### config.mk
export PLATFORM = sky130hd
export DESIGN_NAME = nearest_palette_colour_search_flat
export DESIGN_NICKNAME = d
export VERILOG_FILES = /design/src/sv/npcs_pkg.sv /design/src/sv/npcs_in_if.sv /design/src/sv/npcs_out_if.sv /design/src/sv/npcs_ram.sv /design/src/sv/npcs_dist.sv /design/src/sv/nearest_palette_colour_search.sv /design/src/flat_wrapper.sv
export SDC_FILE = /design/constraint.sdc
export NUM_CORES = 2
export LEC_CHECK = 0
export BUFFER_PORTS_ARGS = -buffer_cell sky130_fd_sc_hd__buf_2
export CORE_UTILIZATION = 55
export CTS_CLUSTER_SIZE = 12
export DETAILED_ROUTE_END_ITERATION = 8
export PLACE_DENSITY = 0.75
export SYNTH_ARGS = -nofsm -noshare
export SYNTH_HDL_FRONTEND = slang
export SYNTH_SLANG_ARGS = --single-unit
### constraint.sdc
create_clock -name clk -period 11.3 [get_ports clk]
set_input_delay 1.695 -clock clk [delete_from_list [all_inputs] [get_ports clk]]
set_output_delay 1.695 -clock clk [all_outputs]
set_load 0.05 [all_outputs]
### src/sv/npcs_pkg.sv
package npcs_pkg;

	localparam int COMP_W              = 5;
	localparam int COLOUR_W            = 16;
	localparam int INDEX_W             = 8;
	localparam int DIST_W              = 12;
	localparam int SQ_W                = 2 * COMP_W;
	localparam int PALETTE_ENTRIES_DEF = 256;
	localparam int MAX_DIST            = 3 * ((1 << COMP_W) - 1) * ((1 << COMP_W) - 1);

	localparam logic FUNC_WRITE = 1'b0;
	localparam logic FUNC_QUERY = 1'b1;

	typedef struct packed {
		logic [COMP_W-1:0] blue;
		logic [COMP_W-1:0] green;
		logic [COMP_W-1:0] red;
	} rgb_t;

	typedef enum logic [1:0] {
		ST_IDLE,
		ST_SCAN,
		ST_DONE
	} state_t;

	// RGB555: red bits 0-4, green 5-9, blue 10-14, bit 15 unused
	function automatic rgb_t unpack_rgb(input logic [COLOUR_W-1:0] word);
		rgb_t c;
		c.red   = word[COMP_W-1:0];
		c.green = word[2*COMP_W-1:COMP_W];
		c.blue  = word[3*COMP_W-1:2*COMP_W];
		return c;
	endfunction

endpackage

### src/sv/npcs_in_if.sv
interface npcs_in_if import npcs_pkg::*; ();
	logic                valid;
	logic                ready;
	logic                func;
	logic [INDEX_W-1:0]  entry_index;
	logic [COLOUR_W-1:0] entry_colour;
	logic [COMP_W-1:0]   target_red;
	logic [COMP_W-1:0]   target_green;
	logic [COMP_W-1:0]   target_blue;

	modport source (
		output valid, func, entry_index, entry_colour,
		output target_red, target_green, target_blue,
		input  ready
	);

	modport sink (
		input  valid, func, entry_index, entry_colour,
		input  target_red, target_green, target_blue,
		output ready
	);
endinterface

### src/sv/npcs_out_if.sv
interface npcs_out_if import npcs_pkg::*; ();
	logic               valid;
	logic               ready;
	logic [INDEX_W-1:0] best_index;
	logic [DIST_W-1:0]  best_distance;

	modport source (
		output valid, best_index, best_distance,
		input  ready
	);

	modport sink (
		input  valid, best_index, best_distance,
		output ready
	);
endinterface

### src/sv/npcs_ram.sv
module npcs_ram #(
	parameter int WIDTH = 16,
	parameter int DEPTH = 256
) (
	input  logic                     clk,
	input  logic                     we,
	input  logic [$clog2(DEPTH)-1:0] waddr,
	input  logic [WIDTH-1:0]         wdata,
	input  logic                     re,
	input  logic [$clog2(DEPTH)-1:0] raddr,
	output logic [WIDTH-1:0]         rdata
);

	logic [WIDTH-1:0] mem_q [DEPTH];

	always_ff @(posedge clk) begin
		if (we) begin
			mem_q[waddr] <= wdata;
		end
		if (re) begin
			rdata <= mem_q[raddr];
		end
	end

endmodule

### src/sv/npcs_dist.sv
module npcs_dist import npcs_pkg::*; (
	input  rgb_t              pix,
	input  rgb_t              tgt,
	output logic [DIST_W-1:0] sq_dist
);

	function automatic logic [SQ_W-1:0] comp_sq(input logic [COMP_W-1:0] a,
	                                            input logic [COMP_W-1:0] b);
		logic [COMP_W-1:0] d;
		d = (a >= b) ? (a - b) : (b - a);
		return SQ_W'(d) * SQ_W'(d);
	endfunction

	logic [SQ_W-1:0] sq_r;
	logic [SQ_W-1:0] sq_g;
	logic [SQ_W-1:0] sq_b;

	assign sq_r = comp_sq(pix.red,   tgt.red);
	assign sq_g = comp_sq(pix.green, tgt.green);
	assign sq_b = comp_sq(pix.blue,  tgt.blue);
	assign sq_dist = DIST_W'(sq_r) + DIST_W'(sq_g) + DIST_W'(sq_b);

endmodule

### src/sv/nearest_palette_colour_search.sv
// Nearest palette color search over an RGB555 palette of PALETTE_ENTRIES words.
// A write transfer (func 0) stores entry_colour at entry_index and gives no
// result; an index at or above PALETTE_ENTRIES is dropped. A query transfer
// (func 1) scans every slot from 0 up through the palette RAM, one slot per
// cycle, into one shared distance unit and one compare register, and returns
// the slot with the smallest squared RGB distance (lowest slot on a tie) with
// that distance. The result is loaded into the result register once the last
// slot has been compared; ready is low from the query transfer until then, and
// longer while a previous result still waits. The result register lets the
// next transfer in while the result waits. Palette contents are undefined after
// reset: every slot must be written before the first query.
module nearest_palette_colour_search import npcs_pkg::*; #(
	parameter int PALETTE_ENTRIES = PALETTE_ENTRIES_DEF
) (
	input  logic        clk,
	input  logic        arst_n,
	npcs_in_if.sink     req,
	npcs_out_if.source  rsp
);

	localparam int IDX_W = $clog2(PALETTE_ENTRIES);
	localparam logic [IDX_W-1:0] LAST_IDX = IDX_W'(PALETTE_ENTRIES - 1);

	state_t state_q;
	state_t state_d;

	logic              accept;
	logic              ram_we;
	logic              load;
	logic              issue_q;
	logic [IDX_W-1:0]  addr_q;
	logic              v_s1;
	logic [IDX_W-1:0]  idx_s1;
	logic              v_s2;
	logic [IDX_W-1:0]  idx_s2;
	logic [DIST_W-1:0] dist_s2;
	logic [DIST_W-1:0] pix_dist;
	logic [COLOUR_W-1:0] rd_word;
	rgb_t              tgt_q;
	logic [IDX_W-1:0]  best_idx_q;
	logic [DIST_W-1:0] best_dist_q;
	logic              out_valid_q;
	logic [INDEX_W-1:0] out_idx_q;
	logic [DIST_W-1:0]  out_dist_q;

	assign accept = req.valid && req.ready;
	assign ram_we = accept && (req.func == FUNC_WRITE)
	                && ({1'b0, req.entry_index} < (INDEX_W + 1)'(PALETTE_ENTRIES));

	npcs_ram #(
		.WIDTH (COLOUR_W),
		.DEPTH (PALETTE_ENTRIES)
	) u_palette (
		.clk   (clk),
		.we    (ram_we),
		.waddr (req.entry_index[IDX_W-1:0]),
		.wdata (req.entry_colour),
		.re    (issue_q),
		.raddr (addr_q),
		.rdata (rd_word)
	);

	npcs_dist u_dist (
		.pix     (unpack_rgb(rd_word)),
		.tgt     (tgt_q),
		.sq_dist (pix_dist)
	);

	always_comb begin
		state_d   = state_q;
		req.ready = 1'b0;
		load      = 1'b0;
		case (state_q)
			ST_IDLE: begin
				req.ready = 1'b1;
				if (req.valid && req.func == FUNC_QUERY) begin
					state_d = ST_SCAN;
				end
			end
			ST_SCAN: begin
				if (v_s2 && idx_s2 == LAST_IDX) begin
					state_d = ST_DONE;
				end
			end
			ST_DONE: begin
				if (!out_valid_q || rsp.ready) begin
					load    = 1'b1;
					state_d = ST_IDLE;
				end
			end
			default: state_d = ST_IDLE;
		endcase
	end

	always_ff @(posedge clk or negedge arst_n) begin
		if (!arst_n) begin
			state_q     <= ST_IDLE;
			issue_q     <= 1'b0;
			v_s1        <= 1'b0;
			v_s2        <= 1'b0;
			out_valid_q <= 1'b0;
		end else begin
			state_q <= state_d;
			v_s1    <= issue_q;
			v_s2    <= v_s1;
			if (accept && req.func == FUNC_QUERY) begin
				issue_q <= 1'b1;
			end else if (issue_q && addr_q == LAST_IDX) begin
				issue_q <= 1'b0;
			end
			if (load) begin
				out_valid_q <= 1'b1;
			end else if (rsp.ready) begin
				out_valid_q <= 1'b0;
			end
		end
	end

	always_ff @(posedge clk) begin
		if (accept && req.func == FUNC_QUERY) begin
			addr_q      <= '0;
			tgt_q.red   <= req.target_red;
			tgt_q.green <= req.target_green;
			tgt_q.blue  <= req.target_blue;
		end else if (issue_q) begin
			addr_q <= addr_q + 1'b1;
		end
		idx_s1  <= addr_q;
		idx_s2  <= idx_s1;
		dist_s2 <= pix_dist;
		// slot 0 seeds the best; strict less keeps the lowest slot on a tie
		if (v_s2 && (idx_s2 == '0 || dist_s2 < best_dist_q)) begin
			best_idx_q  <= idx_s2;
			best_dist_q <= dist_s2;
		end
		if (load) begin
			out_idx_q  <= INDEX_W'(best_idx_q);
			out_dist_q <= best_dist_q;
		end
	end

	assign rsp.valid         = out_valid_q;
	assign rsp.best_index    = out_idx_q;
	assign rsp.best_distance = out_dist_q;

	a_dist_range: assert property (@(posedge clk) disable iff (!arst_n)
		rsp.valid |-> rsp.best_distance <= DIST_W'(MAX_DIST))
		else $error("best_distance out of range");

	a_index_range: assert property (@(posedge clk) disable iff (!arst_n)
		rsp.valid |-> {1'b0, rsp.best_index} < (INDEX_W + 1)'(PALETTE_ENTRIES))
		else $error("best_index beyond palette");

	a_query_starts_scan: assert property (@(posedge clk) disable iff (!arst_n)
		(req.valid && req.ready && req.func == FUNC_QUERY) |=>
		(state_q == ST_SCAN && issue_q && addr_q == '0))
		else $error("query transfer did not start a scan at slot 0");

	a_pipe_in_scan: assert property (@(posedge clk) disable iff (!arst_n)
		(v_s1 || v_s2) |-> state_q == ST_SCAN)
		else $error("scan pipeline active outside scan");

endmodule
### src/flat_wrapper.sv
// flat-port wrapper written by rule: the top's interface ports become plain ports
module nearest_palette_colour_search_flat import npcs_pkg::*;
#(
	parameter int PALETTE_ENTRIES = PALETTE_ENTRIES_DEF
)
  (clk, arst_n, req_valid, req_func, req_entry_index, req_entry_colour, req_target_red, req_target_green, req_target_blue, req_ready, rsp_valid, rsp_best_index, rsp_best_distance, rsp_ready);
  npcs_in_if req_i ();
  npcs_out_if rsp_i ();
  input  logic clk;
  input  logic arst_n;
  input wire logic [$bits(req_i.valid)-1:0] req_valid;
  input wire logic [$bits(req_i.func)-1:0] req_func;
  input wire logic [$bits(req_i.entry_index)-1:0] req_entry_index;
  input wire logic [$bits(req_i.entry_colour)-1:0] req_entry_colour;
  input wire logic [$bits(req_i.target_red)-1:0] req_target_red;
  input wire logic [$bits(req_i.target_green)-1:0] req_target_green;
  input wire logic [$bits(req_i.target_blue)-1:0] req_target_blue;
  output wire logic [$bits(req_i.ready)-1:0] req_ready;
  output wire logic [$bits(rsp_i.valid)-1:0] rsp_valid;
  output wire logic [$bits(rsp_i.best_index)-1:0] rsp_best_index;
  output wire logic [$bits(rsp_i.best_distance)-1:0] rsp_best_distance;
  input wire logic [$bits(rsp_i.ready)-1:0] rsp_ready;
  assign req_i.valid = req_valid;
  assign req_i.func = req_func;
  assign req_i.entry_index = req_entry_index;
  assign req_i.entry_colour = req_entry_colour;
  assign req_i.target_red = req_target_red;
  assign req_i.target_green = req_target_green;
  assign req_i.target_blue = req_target_blue;
  assign req_ready = req_i.ready;
  assign rsp_valid = rsp_i.valid;
  assign rsp_best_index = rsp_i.best_index;
  assign rsp_best_distance = rsp_i.best_distance;
  assign rsp_i.ready = rsp_ready;
  nearest_palette_colour_search #(.PALETTE_ENTRIES(PALETTE_ENTRIES)) u_core (.clk(clk), .arst_n(arst_n), .req(req_i), .rsp(rsp_i));
endmodule
==> run_results.csv <==
group,metric,value,unit
cells_and_area,final_cell_count_no_fill,11600,
yosys,ys_types,86,
clock_network,cts.sinks,3952,
placement,dp_cells,11000,
placement,dpl_cell_area,160000,µm²
worst_setup_path,crit_start,"u_core.tgt_q[6]$_DFFE_PP_",
sta,fin_crit_sh,0.677,
floorplan,ios,66,
cells_and_area,postLayoutCellArea,172000,µm²
run_status,status,"finished with violations",
floorplan,die_y,531,µm
sta,clock.fmax,131,MHz
placement,place.gp.congestion,0.893,
floorplan,die_area,282000,µm²
grt,grt_start_max_net_pins,154,
worst_setup_path,worstPathRequired,12130,ps
hold_path,hold_start,"u_core.idx_s1[1]$_DFF_P_",
sta,whs,326,ps
route,vias,80400,
yosys,synth_top_area_share,0.762,
clock_network,clk_pin_slew,60,ps
yosys,synth_edf_count,3910,
yosys,synth_seq_cells,3952,
clock_network,cts.path.max_buffers,4,
yosys,synth_commonest_cells,"edfxtp_1 (3910), mux4_2 (838), mux2i_1 (333), nor2_1 (332), a22oi_1 (175)",
sta,tightest_slew,1440,ps
worst_setup_path,critPathMaxStageDelay,660,ps
grt,grt_overflow,0,
clock_network,cts_tree,"built",
route,ant_nets,0,
yosys,synth_flop_cell,"edfxtp_1",
yosys,syn-cell-area,154000,µm²
yosys,ys_seq_area_frac,0.767,
sta,finalHoldViolCount,0,
worst_setup_path,critPathLaunchType,"register",
route,via_per_inst,6.91,
floorplan,core_area,277000,µm²
sta,slew_violations,0,
floorplan,die_x,531,µm
worst_setup_path,r2r-start,"u_core.tgt_q[6]$_DFFE_PP_",
hold_path,hold_end,"u_core.idx_s2[1]$_DFF_P_",
worst_setup_path,cpMaxStageDelayCell,"a211oi_1",
hold_path,hold_depth,0,
yosys,yosysMostFrequentCell,"edfxtp_1",
clock_network,postCtsHoldBufs,0,
worst_setup_path,r2r_cells,28,
worst_setup_path,cp_common_cell,"fa_1",
sta,rsz0062_at_grt,"no",
yosys,yosys_warnings,0,
route,drc,3,
clock_network,htree_levels,5,
hold_path,hold_class,"register to register",
worst_setup_path,crit_fanout,7,
placement,io_buffers,64,
placement,hpwl,244,mm
yosys,netlist_instances,7225,
yosys,ys_async_sr_fraction,0.00152,
grt,grt_pass1_vias,78400,
floorplan,start_util,0.555,
power_and_ir_drop,powerDensity,283,nW/µm²
yosys,syn_area_per_cell,21.3,µm²
sta,period_needed,7650,ps
worst_setup_path,end_kind,"register",
sta,relSlewSlack,0.0321,
cells_and_area,fillers,18100,
grt,antenna_found_initial,36,
worst_setup_path,critical_path_class,"register to register",
clock_network,cts_setup_buffers,0,
clock_network,cts-resized-gates,0,
clock_network,cts_buffers,395,
floorplan,rows,193,
grt,track_usage,0.293,
run_status,violations,"design-rule violations",
cells_and_area,areaGrowthSynthToFinish,11.3,%
yosys,synth_nets,7389,
worst_setup_path,crit_arrival,8470,ps
sta,tns,0,ps
worst_setup_path,worstReg2RegEnd,"u_core.dist_s2[11]$_DFF_P_",
yosys,yosys-top-cells-area,"edfxtp_1 (76%), mux4_2 (12%), mux2i_1 (2.2%)",
route,drt-total-wl,417,mm
power_and_ir_drop,vdd_drop_max,1650,µV
route,drt_first_iter_violations,13100,
worst_setup_path,reg2reg_slack,3650,ps
cells_and_area,drive_above_1_share,0.233,
route,drtPass1Iterations,8,
sta,setup_viol,0,
route,wire_per_inst,35.9,µm
sta,skew,73.4,ps
clock_network,cts-root-buf,"clkbuf_16",
grt,grt_pass1_wl,586,mm
power_and_ir_drop,p_leak,54.7,nW
yosys,yosys.area.top_type,"edfxtp_1",
clock_network,clk_latency,950,ps
job,cap_violations,0,
cells_and_area,final_nets,7873,
==> cell usage in the layout, fill, tap and decap left out, types with 47 or more instances in the layout <==
cell,Yosys,routed
nand2_1,132,127
a21oi_1,163,163
clkbuf_1,143,106
buf_4,25,410
ha_1,73,73
inv_1,117,116
clkinv_1,2,52
nor2_1,332,320
a221oi_1,76,76
mux4_2,838,838
clkbuf_16,0,401
a22oi_1,175,175
buf_2,132,49
mux2i_1,333,333
o22ai_1,47,47
fa_1,47,47
edfxtp_1,3910,3910
o21ai_0,80,79
==> final cells by class <==
class | instances | area, µm² | share of cell area
diodes | 17 | 42.5 | 0.000248
repair buffers | 485 | 3750 | 0.0219
well taps | 3705 | 4640 | 0.0270
clock buffers | 511 | 10500 | 0.0611
inverters | 120 | 458 | 0.00267
flip-flops and latches | 3952 | 118000 | 0.690
multi-input cells | 2755 | 33100 | 0.193
clock inverters | 93 | 742 | 0.00433
==> routing by layer <==
metal  vias up  share of wire  global-route usage
li1      31000              -                   -
met1     41700           0.35               0.398
met2      6574           0.46               0.441
met3      1061           0.14              0.0881
met4        26          0.052               0.134
met5         -        0.00075                   0
==> per-stage QoR <==
step	worst slack (ps)	util	power (W)
4_1_cts	3670	0.618	0.0486
5_1_grt	3100	0.618	0.0508
3_5_place_dp	3700	0.578	0.0369
6_report	3650	0.618	0.0486
3_3_place_gp	3790	0.578	0.0367
2_1_floorplan	4420	-	0.0313
==> worst max-delay path, delay by kind of cell, from the launching register on <==
family                   cells  cell delay [ps]
adder cells (fa/ha/maj)      8             3580
AND/OR/NAND/NOR              4              510
flip-flops                   1              450
AO/OA/AOI/OAI                7             1670
XOR/XNOR                     2              650
multiplexers                 1              300
buffers and inverters        6              400
==> flip-flops by register name (all words and copies together) (netlist names) <==
register                  count
u_core.addr_q                 8
u_core.best_dist_q           12
u_core.best_idx_q             8
u_core.dist_s2               12
u_core.idx_s1                 8
u_core.idx_s2                 8
u_core.issue_q                1
u_core.rsp.best_distance     12
u_core.rsp.best_index         8
u_core.rsp.valid              1
u_core.state_q                2
u_core.tgt_q                 15
u_core.u_palette.mem_q     3840
u_core.u_palette.rdata       15
u_core.v_s1                   1
u_core.v_s2                   1
==> logic make-up (layout without fill, tap and decap cells) <==
logic type	after synthesis	count (layout)	share of synthesized area
AOI/OAI and AO/OA	773	773	0.0352
xor gates and xnor gates	22	22	0.00125
adders and majority gates	120	120	0.0120
buffers and inverters	518	1209	0.0185
DFF	3952	3952	0.767
muxes	1198	1198	0.147
other	0	17	0
and+or+nand+nor	642	642	0.0180
==> report_power, final <==
group          internal [W]  total (W)  leakage (nW)  switching, W
Sequential           0.0165     0.0167          35.5      0.000196
Clock               0.00652     0.0118          5.44       0.00531
Combinational       0.00828     0.0200          13.7        0.0117
==> how the worst max path moves through the flow <==
stage                                      end  cells past startpoint  slack [ps]
finish              u_core.dist_s2[11]$_DFF_P_                     28        3650
global route        u_core.dist_s2[11]$_DFF_P_                     28        3100
CTS                 u_core.dist_s2[11]$_DFF_P_                     28        3670
detailed placement  u_core.dist_s2[11]$_DFF_P_                     28        3700
global placement    u_core.dist_s2[11]$_DFF_P_                     28        3790
floorplan           u_core.dist_s2[11]$_DFF_P_                     27        4420
Power figures use the tool's default switching activity.
